### config.mk
export PLATFORM = sky130hd
export DESIGN_NAME = glyph_cell_bounding_box_unit
export DESIGN_NICKNAME = d
export VERILOG_FILES = /design/src/rtl/gcbb_pkg.sv /design/src/rtl/gcbb_scan.sv /design/src/rtl/gcbb_fifo.sv /design/src/rtl/gcbb_div.sv /design/src/rtl/gcbb_metric.sv /design/src/rtl/glyph_cell_bounding_box_unit.sv
export SDC_FILE = /design/constraint.sdc
export NUM_CORES = 2
export LEC_CHECK = 0
export ABC_AREA = 1
export BUFFER_PORTS_ARGS = -buffer_cell sky130_fd_sc_hd__clkbuf_2
export CORE_ASPECT_RATIO = 1.4
export CORE_MARGIN = 5
export CORE_UTILIZATION = 50
export CTS_CLUSTER_DIAMETER = 30
export DETAILED_ROUTE_END_ITERATION = 16
export GPL_TIMING_DRIVEN = 0
export PLACE_DENSITY = 0.68
export SYNTH_ARGS = -nofsm -noshare
export SYNTH_HDL_FRONTEND = slang
export SYNTH_SLANG_ARGS = --single-unit
export TNS_END_PERCENT = 20
### constraint.sdc
create_clock -name clk_i -period 14.2 [get_ports clk_i]
set_input_delay 2.13 -clock clk_i [delete_from_list [all_inputs] [get_ports clk_i]]
set_output_delay 2.13 -clock clk_i [all_outputs]
set_load 0.005 [all_outputs]
### src/rtl/gcbb_pkg.sv
`default_nettype none
package gcbb_pkg;

  localparam int unsigned FRAC_BITS = 16;
  localparam int unsigned REG_IDX_W = 3;
  localparam int unsigned REG_DATA_W = 16;

  localparam logic [REG_IDX_W-1:0] REG_ATLAS_W = 3'd0;
  localparam logic [REG_IDX_W-1:0] REG_ATLAS_H = 3'd1;
  localparam logic [REG_IDX_W-1:0] REG_CELL_W = 3'd2;
  localparam logic [REG_IDX_W-1:0] REG_CELL_H = 3'd3;
  localparam logic [REG_IDX_W-1:0] REG_COLUMNS = 3'd4;
  localparam logic [REG_IDX_W-1:0] REG_COV_TH = 3'd5;
  localparam logic [REG_IDX_W-1:0] REG_SOLID = 3'd6;
  localparam logic [REG_IDX_W-1:0] REG_ADV_SCALE = 3'd7;

  // reset cell size, also the box start values right after reset
  localparam logic [8:0] CELL_W_RST = 9'd32;
  localparam logic [8:0] CELL_H_RST = 9'd32;

  // box summary handed from the scan front to the metric back end
  typedef struct packed {
    logic [6:0]  glyph_index;
    logic        is_empty;
    logic [11:0] origin_x;
    logic [11:0] origin_y;
    logic [8:0]  box_min_x;
    logic [7:0]  box_max_x;
    logic [8:0]  box_min_y;
    logic [7:0]  box_max_y;
    logic [8:0]  solid_min_x;
    logic [8:0]  solid_min_y;
  } cell_sum_t;

  // effective sizes after clamping zero to one and large values to maxima
  typedef struct packed {
    logic [12:0] aw;
    logic [12:0] ah;
    logic [8:0]  cw;
    logic [8:0]  ch;
    logic [15:0] adv_scale;
  } geom_t;

  typedef struct packed {
    logic [6:0]  glyph_index;
    logic        is_empty;
    logic [27:0] u_pos;
    logic [27:0] v_pos;
    logic [16:0] u_size;
    logic [24:0] v_size;
    logic [16:0] width_ratio;
    logic [16:0] height_ratio;
    logic [16:0] bearing_left;
    logic [16:0] bearing_top;
    logic [16:0] offset_down;
    logic [20:0] advance;
  } glyph_rec_t;

endpackage
`default_nettype wire

### src/rtl/gcbb_scan.sv
`default_nettype none
module gcbb_scan #(
  parameter int unsigned GLYPH_COUNT = 128
) (
  input  wire logic                clk_i,
  input  wire logic                rst_ni,
  input  wire logic                in_valid_i,
  output logic                     in_ready_o,
  input  wire logic [7:0]          sample_i,
  input  wire logic [8:0]          cw_i,
  input  wire logic [8:0]          ch_i,
  input  wire logic [7:0]          cols_i,
  input  wire logic [7:0]          cov_th_i,
  input  wire logic [7:0]          solid_i,
  output logic                     sum_valid_o,
  input  wire logic                sum_ready_i,
  output gcbb_pkg::cell_sum_t      sum_o
);

  logic [7:0] x_q, y_q;
  logic [6:0] glyph_q, col_q;
  logic [11:0] ox_q, oy_q;
  logic [8:0] bminx_q, bminy_q, sminx_q, sminy_q;
  logic [7:0] bmaxx_q, bmaxy_q;
  logic       pend_q;
  gcbb_pkg::cell_sum_t sum_q;

  logic       take, vis, sol, col_end, cell_end;
  logic [8:0] nbminx, nbminy, nsminx, nsminy;
  logic [7:0] nbmaxx, nbmaxy;

  assign in_ready_o  = !pend_q || sum_ready_i;
  assign take        = in_valid_i && in_ready_o;
  assign sum_valid_o = pend_q;
  assign sum_o       = sum_q;

  always_comb begin
    vis = sample_i > cov_th_i;
    sol = sample_i >= solid_i;
    nbminx = (vis && {1'b0, x_q} < bminx_q) ? {1'b0, x_q} : bminx_q;
    nbminy = (vis && {1'b0, y_q} < bminy_q) ? {1'b0, y_q} : bminy_q;
    nbmaxx = (vis && x_q > bmaxx_q) ? x_q : bmaxx_q;
    nbmaxy = (vis && y_q > bmaxy_q) ? y_q : bmaxy_q;
    nsminx = (sol && {1'b0, x_q} < sminx_q) ? {1'b0, x_q} : sminx_q;
    nsminy = (sol && {1'b0, y_q} < sminy_q) ? {1'b0, y_q} : sminy_q;
    col_end  = ({1'b0, y_q} + 9'd1) >= ch_i;
    cell_end = col_end && (({1'b0, x_q} + 9'd1) >= cw_i);
  end

  always_ff @(posedge clk_i or negedge rst_ni) begin
    if (!rst_ni) begin
      x_q <= '0; y_q <= '0; glyph_q <= '0; col_q <= '0;
      ox_q <= '0; oy_q <= '0; pend_q <= 1'b0;
      bminx_q <= gcbb_pkg::CELL_W_RST; bminy_q <= gcbb_pkg::CELL_H_RST;
      sminx_q <= gcbb_pkg::CELL_W_RST; sminy_q <= gcbb_pkg::CELL_H_RST;
      bmaxx_q <= '0; bmaxy_q <= '0;
    end else begin
      pend_q <= (take && cell_end) || (pend_q && !sum_ready_i);
      if (take) begin
        y_q <= col_end ? 8'd0 : y_q + 8'd1;
        if (col_end) x_q <= cell_end ? 8'd0 : x_q + 8'd1;
        if (cell_end) begin
          // box restarts from the cell size in force at the cell end
          bminx_q <= cw_i; bminy_q <= ch_i; sminx_q <= cw_i; sminy_q <= ch_i;
          bmaxx_q <= '0; bmaxy_q <= '0;
          if ({25'd0, glyph_q} + 32'd1 >= GLYPH_COUNT) begin
            glyph_q <= '0; col_q <= '0; ox_q <= '0; oy_q <= '0;
          end else begin
            glyph_q <= glyph_q + 7'd1;
            if ({1'b0, col_q} + 8'd1 >= cols_i) begin
              col_q <= '0; ox_q <= '0;
              oy_q <= oy_q + {3'd0, ch_i};
            end else begin
              col_q <= col_q + 7'd1;
              ox_q <= ox_q + {3'd0, cw_i};
            end
          end
        end else begin
          bminx_q <= nbminx; bminy_q <= nbminy; bmaxx_q <= nbmaxx;
          bmaxy_q <= nbmaxy; sminx_q <= nsminx; sminy_q <= nsminy;
        end
      end
    end
  end

  always_ff @(posedge clk_i) begin
    if (take && cell_end) begin
      sum_q.glyph_index <= glyph_q;
      sum_q.is_empty    <= (nbminx > {1'b0, nbmaxx}) || (nbminy > {1'b0, nbmaxy});
      sum_q.origin_x    <= ox_q;
      sum_q.origin_y    <= oy_q;
      sum_q.box_min_x   <= nbminx;
      sum_q.box_max_x   <= nbmaxx;
      sum_q.box_min_y   <= nbminy;
      sum_q.box_max_y   <= nbmaxy;
      sum_q.solid_min_x <= nsminx;
      sum_q.solid_min_y <= nsminy;
    end
  end

endmodule
`default_nettype wire

### src/rtl/gcbb_fifo.sv
`default_nettype none
module gcbb_fifo (
  input  wire logic                clk_i,
  input  wire logic                rst_ni,
  input  wire logic                wr_valid_i,
  output logic                     wr_ready_o,
  input  wire gcbb_pkg::cell_sum_t wr_data_i,
  output logic                     rd_valid_o,
  input  wire logic                rd_ready_i,
  output gcbb_pkg::cell_sum_t      rd_data_o
);

  gcbb_pkg::cell_sum_t mem_q [2];
  logic wp_q, rp_q;
  logic [1:0] cnt_q;
  logic wr, rd;

  assign wr_ready_o = cnt_q != 2'd2;
  assign rd_valid_o = cnt_q != 2'd0;
  assign rd_data_o  = mem_q[rp_q];
  assign wr = wr_valid_i && wr_ready_o;
  assign rd = rd_valid_o && rd_ready_i;

  always_ff @(posedge clk_i or negedge rst_ni) begin
    if (!rst_ni) begin
      wp_q <= 1'b0; rp_q <= 1'b0; cnt_q <= '0;
    end else begin
      if (wr) wp_q <= !wp_q;
      if (rd) rp_q <= !rp_q;
      cnt_q <= cnt_q + {1'b0, wr} - {1'b0, rd};
    end
  end

  always_ff @(posedge clk_i) begin
    if (wr) mem_q[wp_q] <= wr_data_i;
  end

endmodule
`default_nettype wire

### src/rtl/gcbb_div.sv
`default_nettype none
// restoring divider: quo = floor((num << 16) / den), one quotient bit a cycle
module gcbb_div (
  input  wire logic        clk_i,
  input  wire logic        rst_ni,
  input  wire logic        start_i,
  input  wire logic [31:0] num_i,
  input  wire logic [28:0] den_i,
  output logic             done_o,
  output logic [47:0]      quo_o
);

  logic [47:0] q_q;
  logic [29:0] r_q;
  logic [28:0] d_q;
  logic [5:0]  n_q;
  logic        busy_q;
  logic [29:0] sh;
  logic        ge;

  assign sh = {r_q[28:0], q_q[47]};
  assign ge = sh >= {1'b0, d_q};
  assign quo_o = q_q;

  always_ff @(posedge clk_i or negedge rst_ni) begin
    if (!rst_ni) begin
      busy_q <= 1'b0; done_o <= 1'b0; n_q <= '0;
    end else begin
      done_o <= !start_i && busy_q && (n_q == 6'd47);
      if (start_i) begin
        busy_q <= 1'b1; n_q <= 6'd0;
      end else if (busy_q) begin
        n_q <= n_q + 6'd1;
        if (n_q == 6'd47) busy_q <= 1'b0;
      end
    end
  end

  always_ff @(posedge clk_i) begin
    if (start_i) begin
      q_q <= {num_i, 16'd0}; r_q <= '0; d_q <= den_i;
    end else if (busy_q) begin
      r_q <= ge ? sh - {1'b0, d_q} : sh;
      q_q <= {q_q[46:0], ge};
    end
  end

endmodule
`default_nettype wire

### src/rtl/gcbb_metric.sv
`default_nettype none
module gcbb_metric (
  input  wire logic                clk_i,
  input  wire logic                rst_ni,
  input  wire logic                sum_valid_i,
  output logic                     sum_ready_o,
  input  wire gcbb_pkg::cell_sum_t sum_i,
  input  wire gcbb_pkg::geom_t     geom_i,
  output logic                     rec_valid_o,
  input  wire logic                rec_ready_i,
  output gcbb_pkg::glyph_rec_t     rec_o
);

  localparam logic [3:0] ST_IDLE = 4'd0;
  localparam logic [3:0] ST_RUN  = 4'd1;
  localparam logic [3:0] ST_WAIT = 4'd2;
  localparam logic [3:0] ST_OUT  = 4'd3;

  localparam logic [3:0] OP_U_POS    = 4'd0;
  localparam logic [3:0] OP_V_POS    = 4'd1;
  localparam logic [3:0] OP_U_SIZE   = 4'd2;
  localparam logic [3:0] OP_V_SIZE   = 4'd3;
  localparam logic [3:0] OP_W_RATIO  = 4'd4;
  localparam logic [3:0] OP_H_RATIO  = 4'd5;
  localparam logic [3:0] OP_BEAR_L   = 4'd6;
  localparam logic [3:0] OP_BEAR_T   = 4'd7;
  localparam logic [3:0] OP_OFS_DOWN = 4'd8;
  localparam logic [3:0] OP_ADVANCE  = 4'd9;
  localparam logic [3:0] LAST_OP     = OP_ADVANCE;

  logic [3:0] st_q, op_q;
  gcbb_pkg::cell_sum_t s_q;
  gcbb_pkg::glyph_rec_t r_q, rec_init;
  logic start, done;
  logic [31:0] num;
  logic [28:0] den;
  logic [47:0] quo;
  logic [8:0] w, h;
  logic [24:0] wmul;
  logic [24:0] q_one, q_vsz, q_adv;

  function automatic logic [24:0] sat(input logic [47:0] q, input logic [24:0] cap);
    sat = (q > {23'd0, cap}) ? cap : q[24:0];
  endfunction

  gcbb_div u_div (.clk_i, .rst_ni, .start_i(start), .num_i(num), .den_i(den),
                  .done_o(done), .quo_o(quo));

  assign w = {1'b0, s_q.box_max_x} - s_q.box_min_x + 9'd1;
  assign h = {1'b0, s_q.box_max_y} - s_q.box_min_y + 9'd1;
  assign wmul = w * geom_i.adv_scale;
  assign sum_ready_o = st_q == ST_IDLE;
  assign rec_valid_o = st_q == ST_OUT;
  assign rec_o = r_q;
  assign q_one = sat(quo, 25'h10000);
  assign q_vsz = sat(quo, 25'h1000000);
  assign q_adv = sat(quo, 25'h100000);

  // one division per metric, sequenced by op_q
  always_comb begin
    num = '0; den = {16'd0, geom_i.aw};
    case (op_q)
      OP_U_POS: num = {19'd0, {1'b0, s_q.origin_x} + {4'd0, s_q.box_min_x}};
      OP_V_POS: begin num = {19'd0, {1'b0, s_q.origin_y} + {4'd0, s_q.box_min_y}};
        den = {16'd0, geom_i.ah}; end
      OP_U_SIZE: num = {23'd0, w};
      OP_V_SIZE: begin num = {23'd0, h}; den = {16'd0, geom_i.ah}; end
      OP_W_RATIO: begin num = {23'd0, w}; den = {20'd0, geom_i.cw}; end
      OP_H_RATIO: begin num = {23'd0, h}; den = {20'd0, geom_i.ch}; end
      OP_BEAR_L: begin num = {23'd0, s_q.solid_min_x - s_q.box_min_x};
        den = {20'd0, geom_i.cw}; end
      OP_BEAR_T: begin num = {23'd0, s_q.box_min_y}; den = {20'd0, geom_i.ch}; end
      OP_OFS_DOWN: begin num = {23'd0, s_q.solid_min_y - s_q.box_min_y};
        den = {20'd0, geom_i.ch}; end
      // (w * scale << 16) / (cw << 16) gives floor(w * scale / cw)
      OP_ADVANCE: begin num = {7'd0, wmul}; den = {4'd0, geom_i.cw, 16'd0}; end
      default: num = '0;
    endcase
  end

  assign start = (st_q == ST_RUN);

  // record start value; an empty cell is complete right away
  always_comb begin
    rec_init = '0;
    rec_init.glyph_index = sum_i.glyph_index;
    rec_init.is_empty = sum_i.is_empty;
    if (sum_i.is_empty) begin
      rec_init.u_pos = {sum_i.origin_x, 16'd0};
      rec_init.v_pos = {sum_i.origin_y, 16'd0};
      rec_init.v_size = {geom_i.ch, 16'd0};
      rec_init.advance = 21'd16 << 16;
    end
  end

  always_ff @(posedge clk_i or negedge rst_ni) begin
    if (!rst_ni) begin
      st_q <= ST_IDLE; op_q <= '0;
    end else begin
      case (st_q)
        ST_IDLE: if (sum_valid_i) begin
          op_q <= OP_U_POS;
          st_q <= sum_i.is_empty ? ST_OUT : ST_RUN;
        end
        ST_RUN: st_q <= ST_WAIT;
        ST_WAIT: if (done) begin
          if (op_q == LAST_OP) st_q <= ST_OUT;
          else begin op_q <= op_q + 4'd1; st_q <= ST_RUN; end
        end
        ST_OUT: if (rec_ready_i) st_q <= ST_IDLE;
        default: st_q <= ST_IDLE;
      endcase
    end
  end

  always_ff @(posedge clk_i) begin
    if (st_q == ST_IDLE && sum_valid_i) begin
      s_q <= sum_i;
      r_q <= rec_init;
    end else if (st_q == ST_WAIT && done) begin
      case (op_q)
        OP_U_POS: r_q.u_pos <= (quo > 48'hFFFFFFF) ? 28'hFFFFFFF : quo[27:0];
        OP_V_POS: r_q.v_pos <= (quo > 48'hFFFFFFF) ? 28'hFFFFFFF : quo[27:0];
        OP_U_SIZE: r_q.u_size <= q_one[16:0];
        OP_V_SIZE: r_q.v_size <= q_vsz;
        OP_W_RATIO: r_q.width_ratio <= q_one[16:0];
        OP_H_RATIO: r_q.height_ratio <= q_one[16:0];
        OP_BEAR_L: r_q.bearing_left <= (s_q.solid_min_x > s_q.box_min_x) ?
                                       q_one[16:0] : 17'd0;
        OP_BEAR_T: r_q.bearing_top <= q_one[16:0];
        OP_OFS_DOWN: r_q.offset_down <= (s_q.solid_min_y > s_q.box_min_y) ?
                                        17'd0 - q_one[16:0] : 17'd0;
        OP_ADVANCE: r_q.advance <= q_adv[20:0];
        default: r_q.advance <= r_q.advance;
      endcase
    end
  end

endmodule
`default_nettype wire

### src/rtl/glyph_cell_bounding_box_unit.sv
`default_nettype none
// Glyph cell bounding box unit. Accepts one pixel byte per word (scan order:
// cell by cell, column by column, top to bottom) and emits one glyph record
// word per finished cell, with is_empty on tuser. The scan front takes a pixel
// every cycle unless its registered cell summary still waits for the two-entry
// queue, which hands summaries to the metric back end; that runs ten Q16
// divisions on one shared bit-serial divider. A non-empty record is valid once
// all ten divisions are done; an empty one skips them. The back end is free
// again in the cycle after its record is taken. Up to four finished cells wait
// inside (back end, queue, scan register), so cells long enough to cover the
// divisions stream at one pixel per cycle; back-to-back smaller cells stall the
// input. Write the configuration only while no cell is in flight; writes are
// taken in any cycle.
module glyph_cell_bounding_box_unit #(
  parameter int unsigned GLYPH_COUNT = 128
) (
  input  wire logic         clk_i,
  input  wire logic         rst_ni,
  input  wire logic         s_axis_tvalid,
  output logic              s_axis_tready,
  input  wire logic [7:0]   s_axis_tdata,   // sample
  output logic              m_axis_tvalid,
  input  wire logic         m_axis_tready,
  // glyph_index, u_pos, v_pos, u_size, v_size, width_ratio, height_ratio,
  // bearing_left, bearing_top, offset_down, advance; pad to 216
  output logic [215:0]      m_axis_tdata,
  output logic              m_axis_tuser,   // is_empty
  input  wire logic         cfg_we_i,
  input  wire logic [2:0]   cfg_idx_i,
  input  wire logic [15:0]  cfg_data_i
);

  logic [12:0] aw_q, ah_q;
  logic [8:0]  cw_q, ch_q;
  logic [7:0]  cols_q, cov_q, sol_q;
  logic [15:0] adv_q;
  gcbb_pkg::geom_t geom;
  gcbb_pkg::cell_sum_t sum, qsum;
  gcbb_pkg::glyph_rec_t rec;
  logic sv, sr, qv, qr;
  logic [7:0] cols_e;

  always_ff @(posedge clk_i or negedge rst_ni) begin
    if (!rst_ni) begin
      aw_q <= 13'd512; ah_q <= 13'd512;
      cw_q <= gcbb_pkg::CELL_W_RST; ch_q <= gcbb_pkg::CELL_H_RST;
      cols_q <= 8'd16; cov_q <= 8'd20; sol_q <= 8'd200; adv_q <= 16'd36045;
    end else if (cfg_we_i) begin
      case (cfg_idx_i)
        gcbb_pkg::REG_ATLAS_W:   aw_q <= cfg_data_i[12:0];
        gcbb_pkg::REG_ATLAS_H:   ah_q <= cfg_data_i[12:0];
        gcbb_pkg::REG_CELL_W:    cw_q <= cfg_data_i[8:0];
        gcbb_pkg::REG_CELL_H:    ch_q <= cfg_data_i[8:0];
        gcbb_pkg::REG_COLUMNS:   cols_q <= cfg_data_i[7:0];
        gcbb_pkg::REG_COV_TH:    cov_q <= cfg_data_i[7:0];
        gcbb_pkg::REG_SOLID:     sol_q <= cfg_data_i[7:0];
        gcbb_pkg::REG_ADV_SCALE: adv_q <= cfg_data_i;
        default: adv_q <= adv_q;
      endcase
    end
  end

  // zero acts as one, oversize acts as the maximum
  always_comb begin
    geom.aw = (aw_q == 13'd0) ? 13'd1 : (aw_q > 13'd4096 ? 13'd4096 : aw_q);
    geom.ah = (ah_q == 13'd0) ? 13'd1 : (ah_q > 13'd4096 ? 13'd4096 : ah_q);
    geom.cw = (cw_q == 9'd0) ? 9'd1 : (cw_q > 9'd256 ? 9'd256 : cw_q);
    geom.ch = (ch_q == 9'd0) ? 9'd1 : (ch_q > 9'd256 ? 9'd256 : ch_q);
    geom.adv_scale = adv_q;
    cols_e = (cols_q == 8'd0) ? 8'd1 : (cols_q > 8'd128 ? 8'd128 : cols_q);
  end

  gcbb_scan #(.GLYPH_COUNT(GLYPH_COUNT)) u_scan (
    .clk_i, .rst_ni, .in_valid_i(s_axis_tvalid), .in_ready_o(s_axis_tready),
    .sample_i(s_axis_tdata), .cw_i(geom.cw), .ch_i(geom.ch), .cols_i(cols_e),
    .cov_th_i(cov_q), .solid_i(sol_q), .sum_valid_o(sv), .sum_ready_i(sr),
    .sum_o(sum));

  gcbb_fifo u_fifo (
    .clk_i, .rst_ni, .wr_valid_i(sv), .wr_ready_o(sr), .wr_data_i(sum),
    .rd_valid_o(qv), .rd_ready_i(qr), .rd_data_o(qsum));

  gcbb_metric u_metric (
    .clk_i, .rst_ni, .sum_valid_i(qv), .sum_ready_o(qr), .sum_i(qsum),
    .geom_i(geom), .rec_valid_o(m_axis_tvalid), .rec_ready_i(m_axis_tready),
    .rec_o(rec));

  assign m_axis_tdata = {5'd0, rec.advance, rec.offset_down, rec.bearing_top,
                         rec.bearing_left, rec.height_ratio, rec.width_ratio,
                         rec.v_size, rec.u_size, rec.v_pos, rec.u_pos,
                         rec.glyph_index};
  assign m_axis_tuser = rec.is_empty;

endmodule
`default_nettype wire
==> summary.txt <==
Clock tree
  – Htree depth: 3
  – CTS sink count: 848
  – Post-cts sizing count: 0
  – Cts bufs inserted: 121
  – Max clock buf depth: 3
  – Post-CTS Setup Bufs: 0
  – Clock-pin transition on the worst setup and hold timing paths: 0.07 ns
  – CTS tree: done
  – Clk_lat worst skew: 0.73 ns
  – Hold_buf cts: 0
  – Clock Tree Root: clkbuf_16

Global route
  – Met2 Use GR: 0.466
  – Largest net degree at the start of global routing: 106
  – Grt met3 use: 0.0403
  – Grt total ovfl: 0
  – Global-route wire length before repair: 207000 um
  – M1 GR Usage: 0.319
  – Initial antenna violation count: 2
  – GRT busiest layer: met2
  – Total track usage: 0.275
  – Vias in the first global route: 35700

Finish
  – Nets: 5742
  – Layout cells sized above 1: 0.115
  – Core Util, Final: 0.587
  – # fillers: 7861
  – Finished Layout Cells: 6635
  – Multi-input gate area: 19300 um2
  – FF+latch area: 23000 um2
  – P&R area growth vs syn: 16.4%

Yosys
  – Avg Cell Area, Syn: 9.14 um2
  – Post-synthesis sequential area ratio: 0.507
  – Synth warnings: 0
  – Syn Std Cell Area: 45300 um2
  – Synth area leaders: edfxtp_1 (33%), dfrtp_1 (10%), nand2_1 (10%)
  – Post-synthesis cell count: 4953
  – Ys flop type: edfxtp_1
  – Leading area contributor after synthesis: edfxtp_1
  – Most numerous cell in the Yosys netlist: nand2_1
  – Post-synth EDFFs: 492
  – Post-synth top cells: nand2_1 (1228), inv_1 (620), edfxtp_1 (492), nor2_1 (359), o21ai_0 (357)
  – Async SR Flop Fraction: 0.246
  – Netlist cell types: 62
  – Synth Register Bits: 848
  – Synth top area share: 0.326

STA
  – Actual slew at the worst max-slew pin: 1.30 ns
  – Fmax: 135 MHz
  – Fin crit share: 0.523
  – Rel. slew slack: 0.123
  – Post-route minimum period: 7.42 ns
  – Worst Skew: 0.0769 ns
  – Final setup TNS: 0 ns
  – Max Slew Vio Count: 0
  – RSZ-0062 raised after global routing: false
  – Final setup viols: 0
  – Endpoints failing hold: 0

Placement
  – Detailed Place HPWL: 106000 um
  – Number of instances in the placed design: 6402
  – Routability cong.: 0.976
  – Port Buffers: 245

Drt
  – Routed Antenna Nets: 0
  – Pre-Repair DR Iteration Count: 6
  – Drt total wl: 136000 um
  – Drt via density: 5.47
  – Residual DRC count: 0
  – Via count: 36300
  – DR WL/cell: 20.5 um
  – 1st-iter DRT viols: 3121

Die
  – Row Count: 130
  – Initial Utilization: 0.504
  – Die width: 264 um
  – Ports: 251
  – Core Area: 89800 um2
  – Die Y: 366 um
  – Die area: 96800 um2

Setup path
  – CP Max Fanout: 10
  – CP required: 14.68 ns
  – Critical path class: reg -> reg
  – CP dominant cell by count: nand2_1
  – Max stage delay on crit path: 0.75 ns
  – CP endpoint kind: register
  – Startpoint class of the critical path: register
  – Max stage delay cell, worst path: xor2_1
  – Worst EP arrival: 7.90 ns

Worst hold path
  – Worst Hold Class: reg -> reg

Outcome
  – Status: finished clean

Run
  – Max Cap Viol: 0
-- per-stage QoR --
| step | setup WS (ns) | area (um2) | hold WS [ns] |
|---|---|---|---|
| 2_1_floorplan | 8.09 | 45300 | 0.421 |
| 3_3_place_gp | 6.31 | 48000 | 0.424 |
| 3_5_place_dp | 6.90 | 48300 | 0.430 |
| 4_1_cts | 6.88 | 52700 | 0.443 |
| 5_1_grt | 6.29 | 52700 | 0.455 |
| 6_report | 6.78 | 52700 | 0.442 |
-- state kept, by name, summed over array words and instances, names as in the netlist, 12 cells and up --
| name | count |
|---|---|
| u_metric.rec_o | 212 |
| u_fifo.mem_q | 168 |
| u_scan.sum_o | 84 |
| u_metric.s_q | 76 |
| u_metric.u_div.quo_o | 48 |
| u_metric.u_div.r_q | 29 |
| u_metric.u_div.d_q | 22 |
| adv_q | 16 |
| ah_q | 13 |
| aw_q | 13 |
| u_scan.ox_q | 12 |
| u_scan.oy_q | 12 |
-- layout make-up --
cell class | instances | area share
well taps | 1188 | 0.0282
repair buffers | 257 | 0.0280
plain buffers | 149 | 0.0130
multi-input cells | 3323 | 0.366
inverters | 637 | 0.0453
diodes | 1 | 0.0000475
flip-flops and latches | 848 | 0.436
clock buffers | 140 | 0.0605
clock inverters | 92 | 0.0229
-- critical path: cells and delay by family, from the launching register on --
family / cells / cell delay, ns
XOR/XNOR: 1 / 0.75
flip-flops: 1 / 0.54
AND/OR/NAND/NOR: 13 / 1.36
AO/OA/AOI/OAI: 3 / 0.55
buffers and inverters: 6 / 0.85
adder cells (fa/ha/maj): 7 / 3.18
-- metal layers --
layer	share of wire	vias to the layer above
li1	-	17300
met1	0.37	17200
met2	0.48	1408
met3	0.062	394
met4	0.085	0
met5	0	-
-- final timing paths --
kind,end,cells after the start,from,slack [ns]
min in group asynchronous,u_scan.glyph_q[5]$_DFFE_PN0P_,1,rst_ni,1.31
setup reg to reg,u_metric.u_div.quo_o[40]$_DFFE_PP_,30,u_metric.s_q[46]$_DFFE_PP_,6.78
hold / removal,u_fifo.mem_q[1][5]$_DFFE_PP_,0,u_scan.sum_o[5]$_DFFE_PP_,0.44
setup / recovery,u_metric.u_div.quo_o[40]$_DFFE_PP_,30,u_metric.s_q[46]$_DFFE_PP_,6.78
max in group asynchronous,ch_q[2]$_DFFE_PN0P_,3,rst_ni,11.57
hold reg to reg,u_fifo.mem_q[1][5]$_DFFE_PP_,0,u_scan.sum_o[5]$_DFFE_PP_,0.44
-- kinds of logic after synthesis --
family | Yosys count | synth area share
compound gates | 859 | 0.106
xor+xnor | 67 | 0.0130
fa+ha+maj | 373 | 0.121
buf+inv | 786 | 0.0678
flops | 848 | 0.507
other cells | 1 | 0.0000828
simple gates | 2019 | 0.185
-- placed cells by master (no fill, tap or decap), types with 16 or more instances in the layout --
master	Yosys	routed
o22ai_1	48	48
a22oi_1	16	16
o21ai_0	357	353
o21a_1	22	22
nand3_1	254	254
buf_2	20	20
dfstp_2	22	22
a21o_1	16	16
nor2_1	359	357
xor2_1	48	48
dfxtp_1	147	147
fa_1	108	108
ha_1	265	265
or2_2	23	23
clkbuf_1	101	111
inv_6	0	19
clkbuf_2	0	245
nor3_1	50	49
inv_1	620	620
dfrtp_1	187	187
nand2_1	1228	1228
xnor2_1	19	19
inv_8	0	21
edfxtp_1	492	492
a21oi_1	310	310
clkbuf_16	0	122
nand4_1	47	47
Power is not shown: default switching activity piles up to over one toggle a cycle in this logic, so the estimate is an artifact.
